`config.mk`:
```
export PLATFORM = sky130hd
export DESIGN_NAME = vgss_ctrl
export DESIGN_NICKNAME = d
export VERILOG_FILES = /design/src/design/vgss_pkg.sv /design/src/design/vgss_ctrl.sv
export VERILOG_INCLUDE_DIRS = /design/src /design/src/design
export SDC_FILE = /design/constraint.sdc
export NUM_CORES = 1
export LEC_CHECK = 0
export BUFFER_PORTS_ARGS = -buffer_cell sky130_fd_sc_hd__buf_2
export CORE_MARGIN = 1
export CORE_UTILIZATION = 35
export DETAILED_ROUTE_END_ITERATION = 10
export PLACE_DENSITY = 0.62
export SETUP_SLACK_MARGIN = 0.2
export SYNTH_ARGS = -nofsm -noshare
export SYNTH_HDL_FRONTEND = slang
export SYNTH_SLANG_ARGS = --single-unit
```
`constraint.sdc`:
```
create_clock -name clk -period 2.1 [get_ports clk]
set_input_delay 0.42 -clock clk [delete_from_list [all_inputs] [get_ports clk]]
set_output_delay 0.42 -clock clk [all_outputs]
set_load 0.05 [all_outputs]
```
`src/design/voxel_grid_scroll_shift_defines.svh`:
```
// Assertion macros shared by the voxel grid scroll block.
// Needs a clock named clk and an active-low reset named rst_n in scope.
`ifndef VOXEL_GRID_SCROLL_SHIFT_DEFINES_SVH
`define VOXEL_GRID_SCROLL_SHIFT_DEFINES_SVH

// same-cycle implication
`define VGSS_ASSERT_NOW(lbl, ante, cons, msg) \
    lbl: assert property (@(posedge clk) disable iff (!rst_n) (ante) |-> (cons)) \
        else $error(msg);

// next-cycle implication
`define VGSS_ASSERT_NEXT(lbl, ante, cons, msg) \
    lbl: assert property (@(posedge clk) disable iff (!rst_n) (ante) |=> (cons)) \
        else $error(msg);

`endif

```
`src/design/vgss_pkg.sv`:
```
// Shared codes, field widths and control/status types for the voxel grid
// scroll block. No dependencies.
package vgss_pkg;

    localparam int REQ_W   = 2;
    localparam int CELL_W  = 15;
    localparam int SHIFT_W = 7;

    localparam logic [REQ_W-1:0] REQ_WRITE  = 2'd0;
    localparam logic [REQ_W-1:0] REQ_READ   = 2'd1;
    localparam logic [REQ_W-1:0] REQ_SCROLL = 2'd2;

    // sweep phase: reset clear, then one per axis
    localparam logic [1:0] PH_CLEAR = 2'd0;
    localparam logic [1:0] PH_X     = 2'd1;
    localparam logic [1:0] PH_Y     = 2'd2;
    localparam logic [1:0] PH_Z     = 2'd3;

    typedef struct packed {
        logic       load;
        logic       write_item;
        logic       read_item;
        logic       init;
        logic       step;
        logic [1:0] phase;
        logic       res_read;
        logic       res_zero;
        logic       res_regen;
    } cmd_t;

    typedef struct packed {
        logic last;
        logic n_zero;
    } sts_t;

endpackage

```
`src/design/vgss_ctrl.sv`:
```
// Controller FSM: request accept, clear pass, per-axis sweep sequencing and
// output valid. Depends on vgss_pkg and voxel_grid_scroll_shift_defines.svh.
`include "voxel_grid_scroll_shift_defines.svh"

module vgss_ctrl (
    input  logic                       clk,
    input  logic                       rst_n,
    input  logic                       in_valid,
    output logic                       in_ready,
    input  logic [vgss_pkg::REQ_W-1:0] req_type,
    output logic                       out_valid,
    input  logic                       out_ready,
    output vgss_pkg::cmd_t             cmd,
    input  vgss_pkg::sts_t             sts
);

    localparam logic [2:0] S_CLEAR = 3'd0;
    localparam logic [2:0] S_IDLE  = 3'd1;
    localparam logic [2:0] S_READ  = 3'd2;
    localparam logic [2:0] S_AXIS  = 3'd3;
    localparam logic [2:0] S_SWEEP = 3'd4;
    localparam logic [2:0] S_DRAIN = 3'd5;

    logic [2:0] state_reg, state_next;
    logic [1:0] phase_reg, phase_next;
    logic       out_valid_reg, out_valid_next;
    logic       accept;
    logic [1:0] phase_inc;

    assign phase_inc = (phase_reg == vgss_pkg::PH_X) ? vgss_pkg::PH_Y : vgss_pkg::PH_Z;
    assign in_ready  = (state_reg == S_IDLE) && (!out_valid_reg || out_ready);
    assign accept    = in_valid && in_ready;

    always_comb
    begin
        state_next = state_reg;
        phase_next = phase_reg;
        cmd        = '0;
        cmd.phase  = phase_reg;
        unique case (state_reg)
            S_CLEAR:
            begin
                cmd.step = 1'b1;
                if (sts.last)
                begin
                    state_next = S_DRAIN;
                end
            end
            S_IDLE:
            begin
                if (accept)
                begin
                    cmd.load = 1'b1;
                    unique case (req_type)
                        vgss_pkg::REQ_WRITE:
                        begin
                            cmd.write_item = 1'b1;
                            cmd.res_zero   = 1'b1;
                        end
                        vgss_pkg::REQ_READ:
                        begin
                            cmd.read_item = 1'b1;
                            state_next    = S_READ;
                        end
                        vgss_pkg::REQ_SCROLL:
                        begin
                            phase_next = vgss_pkg::PH_X;
                            state_next = S_AXIS;
                        end
                        default:
                        begin
                            cmd.res_zero = 1'b1;
                        end
                    endcase
                end
            end
            S_READ:
            begin
                cmd.res_read = 1'b1;
                state_next   = S_IDLE;
            end
            S_AXIS:
            begin
                if (sts.n_zero)
                begin
                    if (phase_reg == vgss_pkg::PH_Z)
                    begin
                        cmd.res_regen = 1'b1;
                        state_next    = S_IDLE;
                    end
                    else
                    begin
                        phase_next = phase_inc;
                    end
                end
                else
                begin
                    cmd.init   = 1'b1;
                    state_next = S_SWEEP;
                end
            end
            S_SWEEP:
            begin
                cmd.step = 1'b1;
                if (sts.last)
                begin
                    state_next = S_DRAIN;
                end
            end
            S_DRAIN:
            begin
                if (phase_reg == vgss_pkg::PH_CLEAR)
                begin
                    state_next = S_IDLE;
                end
                else if (phase_reg == vgss_pkg::PH_Z)
                begin
                    cmd.res_regen = 1'b1;
                    state_next    = S_IDLE;
                end
                else
                begin
                    phase_next = phase_inc;
                    state_next = S_AXIS;
                end
            end
            default:
            begin
                state_next = S_IDLE;
            end
        endcase
    end

    always_comb
    begin
        out_valid_next = out_valid_reg && !out_ready;
        if (cmd.res_read || cmd.res_zero || cmd.res_regen)
        begin
            out_valid_next = 1'b1;
        end
    end

    always_ff @(posedge clk or negedge rst_n)
    begin
        if (!rst_n)
        begin
            state_reg     <= S_CLEAR;
            phase_reg     <= vgss_pkg::PH_CLEAR;
            out_valid_reg <= 1'b0;
        end
        else
        begin
            state_reg     <= state_next;
            phase_reg     <= phase_next;
            out_valid_reg <= out_valid_next;
        end
    end

    assign out_valid = out_valid_reg;

    `VGSS_ASSERT_NEXT(a_scroll_starts_axis, accept && req_type == vgss_pkg::REQ_SCROLL, state_reg == S_AXIS, "scroll transfer did not start axis walk")
    `VGSS_ASSERT_NOW(a_busy_not_ready, state_reg != S_IDLE, !in_ready, "ready raised while busy")
    `VGSS_ASSERT_NEXT(a_sweep_end_drains, state_reg == S_SWEEP && sts.last, state_reg == S_DRAIN, "sweep end skipped drain")
    `VGSS_ASSERT_NEXT(a_read_responds, state_reg == S_READ, out_valid, "read result not presented")

endmodule

```
---- After elaboration in Yosys (flattened, before gate mapping) ----
Cells that the tools add are included.
W data, S select, Z words.
word-level totals
  flip-flop bits (word level) ............. 6
  output and inout bits ................... 12
  logic and storage cells ................. 66
operators by class
  eq/ne operators ......................... 16
  multiplexer cells ....................... 31
  reductions and logical operators ........ 16
operators by type and width
  kind                  count
  $mux W3               6
  $mux W1               14
  $mux W2               7
  $pmux W3 S4           1
  $eq A3 B2 Y1 const B  2
  $eq A3 B3 Y1 const B  2
  $ne A2 B2 Y1 const B  3
  $pmux W2 S3           1
  $pmux W3 S2           1
  $reduce_and A5 Y1     1
  $eq A2 B1 Y1 const B  2
  $eq A2 B2 Y1 const B  2
  $logic_not A2 Y1      2
  $ne A2 B1 Y1 const B  2
  $reduce_and A4 Y1     1
  $reduce_or A2 Y1      2
  $eq A3 B1 Y1 const B  1
  $logic_and A1 B1 Y1   3
  $logic_not A3 Y1      1
  $logic_or A1 B1 Y1    3
  $ne A3 B1 Y1 const B  1
  $ne A3 B3 Y1 const B  1
  $reduce_bool A3 Y1    1
  $logic_not A1 Y1      2
  $pmux W1 S2           1

---- Longest topological paths before layout ----
Gate-level depths: netlist of the first run.
  depth after elaboration ................. 9
  depth in mapped cells ................... 7

---- Least setup slack after synthesis of the first run ----
No wires, ideal clock.
  path type ............................... reg-to-output
  from .................................... register out_valid_reg (netlist: out_valid)
  to ...................................... output cmd[7] (netlist name)
  data arrival time ....................... 2.298 ns
  slack ................................... -0.618 ns
  stages on the path, launching flop included .. 5
  buffers on the path ..................... 0
  cell sequence ........................... dfrtp_1 -> and2b_2 -> nand2b_2 -> nor2_1 -> and2_1
RTL lines
  element                 line              RTL
  from (decl)             vgss_ctrl.sv:26   logic out_valid_reg, out_valid_next;
  from (signal assigned)  vgss_ctrl.sv:155  out_valid_reg <= out_valid_next;
  to (decl)               vgss_ctrl.sv:13   output vgss_pkg::cmd_t cmd,

==> results.toml, run 1 <==
[power]
combPwrFrac = 0.701
finalPower_mw = 1.23
p_switching_mw = 0.691
powerDensity_mw_per_mm2 = 1630
swShare = 0.560
peakVddDrop_v = 0.000850
p_clk_frac = 0.095
p_int_mw = 0.543
p_seq_frac = 0.204
p_leak_nw = 0.384

[finish]
seq_area_um2 = 154
num_antenna_cells = 0
layout-drive-gt1-share = 0.512
multi_input_area_um2 = 378
largest_reg_flops = 3
areaGrowthSynthToFinish_pct = 51.6
final.fill_count = 118
nets = 101
final_cells = 101

[routing]
drtAntennaViolNets = 0
drcViolationCount = 0
drt-initial-drc-count = 10
wire_per_inst_um = 11.8
viasPerCell = 4.94
first_pass_iters = 4
dr_total_vias = 499
routed_wl_mm = 1.19

[grt]
met3_usage = 0.0170
grtUsageMet1 = 0.230
overflow = 0
grt_use_met2 = 0.311
grt_max_degree = 10
top_usage_layer = "met2"
antenna_found_initial = 0
grt_pass1_wl_mm = 1.97
grt_pass1_vias = 480
track_usage = 0.194

[timing]
fmax_mhz = 542
max_slew_margin = 0.814
maxSlewViolCount = 0
period_share = 0.878
skew_ps = 10.8
rsz0062_at_grt = "yes"
tightestPinTransition_ps = 279
worst_slack_ps = 256
period_needed_ps = 1840
whs_ps = 436
setup_viol = 0
fin_tns_setup_ps = 0
hold_viol_final = 0

[placed_design]
dp_hpwl_um = 870
dpl_worst_slack_ps = 250
dp_cells = 92
portBuffers = 19
place_congestion = 0.746

[clock_tree]
clock_tree.htree_level_count = 1
clkSinkCount = 6
clk_latency_ps = 250
clockRootBuffer = "clkbuf_4"
clkTransAtPathRegs_ps = 50
cts_buffer_depth = 2
cts_inserted_buffers = 3
cts_tree = "yes"

[logic_synthesis]
syn-cell-area_um2 = 499
synth-main-ff-cell = "dfrtp_1"
synth_area_leaders = "dfrtp_1 30%, ha_1 15%, inv_1 4.5%"
syn_nets = 73
ys_ff_latch = 6
yosysUniqueCellTypes = 25
yosys.area.top_type = "dfrtp_1"
synth_top_area_share = 0.301
synth_enable_flop_cells = 0
synthesis.instances = 59
ys_async_sr_fraction = 1.00
yosys_warnings = 0
synth.top_cells.by_count = "6 x dfrtp_1, 6 x ha_1, 6 x inv_1, 6 x nor2_1, 4 x nand2_1"
seq_area_frac_synth = 0.301
syn_area_per_cell_um2 = 8.46

[worst_hold_path]
hold_start = "sts[1]"
hold_path_class = "in2reg"

[floorplanning]
die_w_um = 39.8
rows = 13
start_util = 0.379
core_mm2 = 0.00132
die-area_mm2 = 0.00158
die_h_um = 39.8
ioPinCount = 20

[worst_setup_path]
critPathArrivalTime_ps = 1420
crit_type = "reg2out"
startpoint = "out_valid"
cp-end-kind = "output port"
reg2reg_from = "state_reg[2]"
path_max_fanout = 4
critical_path_required_ps = 1680
worst_setup_path_start_kind = "flip-flop"

[job]
cap_violations = 0

[outcome]
status = "completed"
==> per-layer routing <==
layer / vias to the layer above / part of all wire
met5: - / 0
met4: 0 / 0.017
met3: 2 / 0.035
met2: 16 / 0.50
met1: 227 / 0.44
li1: 254 / -
==> cell usage in the layout, fill, tap and decap left out, types with 2 or more instances in the layout <==
| cell | count |
|---|---|
| o21ai_0 | 3 |
| nand2b_1 | 3 |
| and2_4 | 2 |
| dfrtp_1 | 3 |
| nor2_1 | 3 |
| a21oi_1 | 2 |
| ha_1 | 5 |
| and2b_2 | 2 |
| nor2_4 | 3 |
| buf_8 | 2 |
| inv_1 | 6 |
| dfrtp_2 | 3 |
| buf_4 | 5 |
| nand2_1 | 3 |
| buf_2 | 16 |
| a31oi_1 | 3 |
| clkbuf_4 | 3 |
==> power by group through the flow <==
stage	logic (mW)	registers (mW)	clock network, mW
after floorplan	0.563	0.304	0
after global placement	0.773	0.236	0
after detailed placement	0.779	0.234	0
after CTS	0.804	0.236	0.121
after global routing	0.927	0.263	0.128
final	0.865	0.252	0.117
==> layout make-up <==
class	count	share of cell area
multi-input combinational	46	0.499
timing repair buffer	24	0.208
sequential	6	0.203
tap	15	0.0248
clock buffer	4	0.0347
inverter	6	0.0298
==> cells by family after synthesis <==
family | count (synthesis) | synth area share
simple gates | 27 | 0.321
compound gates | 13 | 0.173
buf+inv | 7 | 0.0551
fa+ha+maj | 6 | 0.150
flops | 6 | 0.301
==> critical path: stages (launching register included) <==
cell,delay (ps)
dfrtp_2,390
and2b_2,200
nand2b_4,170
nor2_4,120
and2_4,160
buf_8,140
==> stage by stage <==
stage | util | cell area, µm²
floorplan | - | 537
global placement | 0.490 | 646
detailed placement | 0.490 | 646
CTS | 0.536 | 706
global route | 0.575 | 757
finish | 0.575 | 757
==> final timing paths <==
path | end | slack, ps | cells past startpoint
max | cmd[8] | 260 | 5
min | state_reg[2] | 440 | 3
max reg2reg | out_valid | 590 | 4
min reg2reg | phase_reg[0] | 610 | 2
max in group asynchronous | state_reg[1] | 1400 | 2
min in group asynchronous | phase_reg[0] | 520 | 2
==> repair_timing <==
action                     4_1_cts  5_1_grt
buffers inserted                 0        4
pin swaps                        0        3
gates resized for setup          8        7
hold buffers                     1        0
hold endpoints to repair         3        0
setup endpoints to repair        5        7
(Power assumes the default switching activity.)
==> run 2: changes to the inputs <==
==> constraint.sdc (replaced) <==
create_clock -name clk -period 2.1 [get_ports clk]
set_input_delay 0.105 -clock clk [delete_from_list [all_inputs] [get_ports clk]]
set_output_delay 0.105 -clock clk [all_outputs]
set_load 0.05 [all_outputs]
==> run 2 against run 1 <==
  * Worst hold slack lost 310 ps
  * Count of clock-buffer cells in the layout shrank 1
  * Total power shrank 12%
  * Global-route usage shrank 3.9 points
  * Non-clock buffer count shrank 4
  * Wire length shrank 16%
  * Sequential cell count is the same
  * Die area is the same
  * Critical path type unchanged
==> results.toml, run 2 (synthesis gave the netlist of run 1 again) <==
[placed_design]
dpl_worst_slack_ps = 621
place_congestion = 0.841
portBuffers = 19
dp_hpwl_um = 829

[finish]
final_cell_mix = "19 x buf_2, 6 x inv_1, 6 x ha_1, 6 x dfrtp_1"
final.fill_count = 121
largest_reg_flops = 3
num_antenna_cells = 0
areaGrowthSynthToFinish_pct = 31.8
nets = 97
multi_input_area_um2 = 339
layout-drive-gt1-share = 0.407
final_common_cell = "buf_2"
seq_area_um2 = 150

[worst_hold_path]
hold_depth = 3
min_to = "state_reg[2]"
hold_path_class = "in2reg"
hold_start = "sts[1]"

[timing]
setup_viol = 0
fmax_mhz = 574
period_needed_ps = 1740
hold_viol_final = 0
maxSlewViolCount = 0
fin_tns_setup_ps = 0
max_slew_margin = 0.810
skew_ps = 4.92
period_share = 0.830
rsz0062_at_grt = "no"
tightestPinTransition_ps = 284
worst_slack_ps = 357

[floorplanning]
rows = 13
die_h_um = 39.8
start_util = 0.379
ioPinCount = 20
die_w_um = 39.8
die-area_mm2 = 0.00158
core_mm2 = 0.00132

[clock_tree]
clock_tree.htree_level_count = 1
ctsResizeCount = 0
cts_buffer_depth = 2
cts_hold_buf = 1
cts_tree = "yes"
cts_inserted_buffers = 3
clk_latency_ps = 240
clkTransAtPathRegs_ps = 50
clkSinkCount = 6
post_cts_buffers = 0
clockRootBuffer = "clkbuf_4"

[worst_setup_path]
path_max_fanout = 6
critPathBufInv = 1
worst_path_max_delay_cell = "dfrtp_1"
ff2ff_path_depth = 7
crit_chain = "nor2_1, nand2_1, nor2_4, and2_2, buf_2"
r2r_end = "phase_reg[1]"
crit_family = "simple AND/OR/NAND/NOR gates"
critical_path_required_ps = 2000
reg2reg_from = "phase_reg[0]"
cpPeakStageDelay_ps = 440
ff2ff_setup_slack_ps = 620
cp-end-kind = "output port"
worst_setup_path_start_kind = "flip-flop"
critPathArrivalTime_ps = 1640
crit_type = "reg2out"

[outcome]
status = "completed"

[routing]
dr_total_vias = 476
drt-initial-drc-count = 5
first_pass_iters = 5
wire_per_inst_um = 10.4
routed_wl_um = 995
drcViolationCount = 0
viasPerCell = 4.96
drtAntennaViolNets = 0

[grt]
overflow = 0
grt_pass1_wl_mm = 1.61
antenna_found_initial = 0
track_usage = 0.154
grt_max_degree = 10
grt_pass1_vias = 413

[power]
peakVddDrop_v = 0.000919
powerDensity_mw_per_mm2 = 1650
p_leak_nw = 0.355
swShare = 0.581
combPwrFrac = 0.689
p_int_mw = 0.455
p_clk_frac = 0.099
p_seq_frac = 0.212
p_switching_mw = 0.630

[job]
cap_violations = 0
[run 2: cell count changes in the layout (fill, tap and decap cells not counted), sizes merged]
| cell | previous run | this run |
|---|---|---|
| clkbuf | 4 | 3 |
| buf | 23 | 19 |
[run 2: worst max-delay path by stage]
stage                 start           end  cells after the start
2_1_floorplan     out_valid     out_valid                      4
5_1_grt        state_reg[2]        cmd[8]                      5
6_report       state_reg[2]        cmd[8]                      5
3_3_place_gp   phase_reg[0]     out_valid                      4
3_5_place_dp   phase_reg[0]  phase_reg[1]                      7
4_1_cts        state_reg[2]        cmd[8]                      5
[run 2: worst register-to-register path, cell delays in order (launching register included)]
cell and delay [ps]:
dfrtp_1 400, inv_1 60, ha_1 180, nand2b_1 130, a21o_1 170, a21boi_2 200, a31oi_1 110, a31oi_1 150
[run 2: per-stage QoR]
stage	hold WS, ps	cells	total power, mW	utilization	cell area (µm²)
floorplan	-191	59	0.837	-	517
global placement	-60.8	92	0.984	0.475	626
detailed placement	-62.0	92	0.980	0.475	626
CTS	131	96	1.09	0.500	658
global route	138	96	1.17	0.500	658
finish	126	96	1.09	0.500	658
[run 2: layout make-up]
class	count	area share
clock buffer	3	0.0342
inverter	6	0.0342
multi-input combinational	46	0.515
sequential	6	0.228
tap	15	0.0285
timing repair buffer	20	0.160
[run 2: power groups by stage]
stage                     sequential, mW  combinational (mW)  clock [mW]
final                              0.230               0.748       0.108
after detailed placement           0.232               0.748           0
after floorplan                    0.302               0.535           0
after global placement             0.231               0.753           0
after global routing               0.242               0.811       0.116
after CTS                          0.229               0.754       0.106
[run 2: layer usage]
layer | part of all wire | wire length, µm | global-route usage | up-vias
met4 | 0 | 0 | 0.0517 | 0
met1 | 0.44 | 434 | 0.185 | 211
li1 | - | - | - | 245
met3 | 0.052 | 52 | 0.0341 | 0
met5 | 0 | 0 | 0 | -
met2 | 0.51 | 508 | 0.266 | 20
==> run 3: changes to the inputs <==
ABC_AREA = 1   (was unset)
PLACE_DENSITY = 0.61   (was 0.62)
clock period = 1.7 ns   (was 2.1 ns; I/O delays follow)
==> run 3 against run 2 <==
  * Worst setup slack got worse by 210 ps
  * Synthesized cell count rose by 39%
  * Worst hold slack improved by 28 ps
  * Sequential cell count unchanged
  * Wire length up 30%
  * Largest power group unchanged
==> results.toml, run 3 <==
[outcome]
status = "completed"

[floorplanning]
start_util = 0.373
rows = 14
die-area_mm2 = 0.00177
die_h_um = 42.1
die_w_um = 42.1
ioPinCount = 20
core_mm2 = 0.00151

[logic_synthesis]
yosys_warnings = 0
syn_area_per_cell_um2 = 6.85
yosys.area.top_type = "dfrtp_1"
synthesis.instances = 82
post-synth-top-count-cell = "nand2_1"
synth-main-ff-cell = "dfrtp_1"
synth.top_cells.by_count = "19 x nand2_1, 18 x inv_1, 9 x nor2_1"
synth_top_area_share = 0.267
ys_async_sr_fraction = 1.00
syn_nets = 96
syn-cell-area_um2 = 562
synth_enable_flop_cells = 0
synth_area_leaders = "dfrtp_1 27%, ha_1 13%, nand2_1 13%"
ys_ff_latch = 6
yosysUniqueCellTypes = 21
seq_area_frac_synth = 0.267

[clock_tree]
cts_buffer_depth = 2
cts_tree = "yes"
clockRootBuffer = "clkbuf_4"
cts_inserted_buffers = 3
clkTransAtPathRegs_ps = 60
clk_latency_ps = 260
clock_tree.htree_level_count = 1
clkSinkCount = 6

[finish]
final_cell_mix = "17 x nand2_1, 15 x inv_1, 13 x buf_2"
num_antenna_cells = 0
final_common_cell = "nand2_1"
largest_reg_flops = 3
multi_input_area_um2 = 368
final.fill_count = 141
layout-drive-gt1-share = 0.440
seq_area_um2 = 155
nets = 124
final_util = 0.549
areaGrowthSynthToFinish_pct = 47.2

[grt]
track_usage = 0.176
overflow = 0
grt_max_degree = 9
grt_pass1_vias = 564
met3_usage = 0.0862
grtUsageMet1 = 0.210
antenna_found_initial = 0
grt_pass1_wl_mm = 2.32
grt_use_met2 = 0.278
top_usage_layer = "met2"

[worst_setup_path]
critPathBufInv = 2
reg2reg_from = "state_reg[1]"
crit_family = "simple AND/OR/NAND/NOR gates"
crit_chain = "nor2_4, nand2_2, nor3_4, inv_2, nor2_4, buf_8"
cp-end-kind = "output port"
crit_type = "reg2out"
path_common_cell = "nor2_4"
startpoint = "state_reg[1]"
cpPeakStageDelay_ps = 420
critical_path_required_ps = 1620
critPathArrivalTime_ps = 1470
path_max_fanout = 4
worst_setup_path_start_kind = "flip-flop"
worst_path_max_delay_cell = "dfrtp_2"

[routing]
first_pass_iters = 4
drtAntennaViolNets = 0
viasPerCell = 4.66
wire_per_inst_um = 10.3
dr_total_vias = 583
drcViolationCount = 0
routed_wl_mm = 1.29
drt-initial-drc-count = 8

[timing]
period_needed_ps = 1560
period_share = 0.917
rsz0062_at_grt = "yes"
fmax_mhz = 642
setup_viol = 0
fin_tns_setup_ps = 0
tightestPinTransition_ps = 382
maxSlewViolCount = 0
skew_ps = 9.79
hold_viol_final = 0
max_slew_margin = 0.744

[power]
p_switching_mw = 0.891
p_clk_frac = 0.097
combPwrFrac = 0.718
powerDensity_mw_per_mm2 = 1900
p_int_mw = 0.678
p_seq_frac = 0.185
swShare = 0.568
peakVddDrop_v = 0.00102
p_leak_nw = 0.442

[worst_hold_path]
hold_start = "sts[0]"
hold_path_class = "in2reg"

[placed_design]
place_congestion = 0.788
dp_hpwl_mm = 1.04
portBuffers = 19

[job]
cap_violations = 0
-- run 3: cell types whose count changed in the layout (fill, tap and decap cells not counted), moves of 4 or more --
cell     delta
nand2_1    +13
inv_1       +9
buf_2       -6
buf_4       +4
dfrtp_1     -4
dfrtp_2     +4
-- run 3: path summary, 6_finish.rpt --
kind / to / slack (ps) / depth (start not counted)
max in group asynchronous: phase_reg[0] / 1340 / 2
hold reg to reg: phase_reg[1] / 520 / 2
setup reg to reg: phase_reg[0] / 340 / 9
setup / recovery: cmd[8] / 140 / 6
hold / removal: state_reg[1] / 150 / 3
min in group asynchronous: state_reg[1] / 180 / 2
-- run 3: final cells by class --
cell class / count / share of cell area
inverters: 19 / 0.0938
multi-input cells: 56 / 0.445
well taps: 16 / 0.0242
flip-flops and latches: 6 / 0.188
clock buffers: 4 / 0.0318
repair buffers: 24 / 0.218
-- run 3: layer usage --
metal | wire length (µm) | part of all wire
met1 | 589 | 0.46
met5 | 0 | 0
met2 | 592 | 0.46
met4 | 10 | 0.0078
met3 | 97 | 0.075
-- run 3: worst reg2reg max path, stage by stage, from the launching register on --
cell and delay (ps):
dfrtp_2 420, buf_4 160, nand2_1 80, nor2_2 50, nand2_1 90, nand2_1 90, nor2_2 150, nand3_2 90
nand2_1 70, nand2_1 40
-- run 3: repair_timing --
item | 4_1_cts | 5_1_grt
setup endpoints to repair | 5 | 7
pin swaps | 5 | 3
hold buffers | 1 | 0
setup buffers | 2 | 1
gates resized for setup | 10 | 7
endpoints found under the hold margin | 6 | 0
cloned | 0 | 0
-- run 3: logic make-up after synthesis --
group | synth area share
AND/OR/NAND/NOR | 0.383
adder cells (fa/ha/maj) | 0.134
AO/OA/AOI/OAI | 0.0690
flip-flops | 0.267
buffers and inverters | 0.147
-- run 3: metrics by stage --
| step | cell area, µm² | hold WS, ps | instances | power (mW) | setup WS (ps) |
|---|---|---|---|---|---|
| after floorplan | 607 | -211 | 82 | 1.14 | 1.63 |
| after global placement | 718 | -76.1 | 117 | 1.32 | 316 |
| after detailed placement | 718 | -77.8 | 117 | 1.33 | 270 |
| after CTS | 801 | 129 | 124 | 1.55 | 96.4 |
| after global routing | 827 | 157 | 125 | 1.71 | 38.1 |
| final | 827 | 154 | 125 | 1.57 | 142 |
-- run 3: power by group through the flow --
stage,Sequential (mW),Clock (mW),Combinational (mW)
floorplan,0.382,0,0.755
global placement,0.296,0,1.02
detailed placement,0.302,0,1.03
CTS,0.289,0.161,1.10
global route,0.302,0.171,1.24
finish,0.291,0.152,1.13
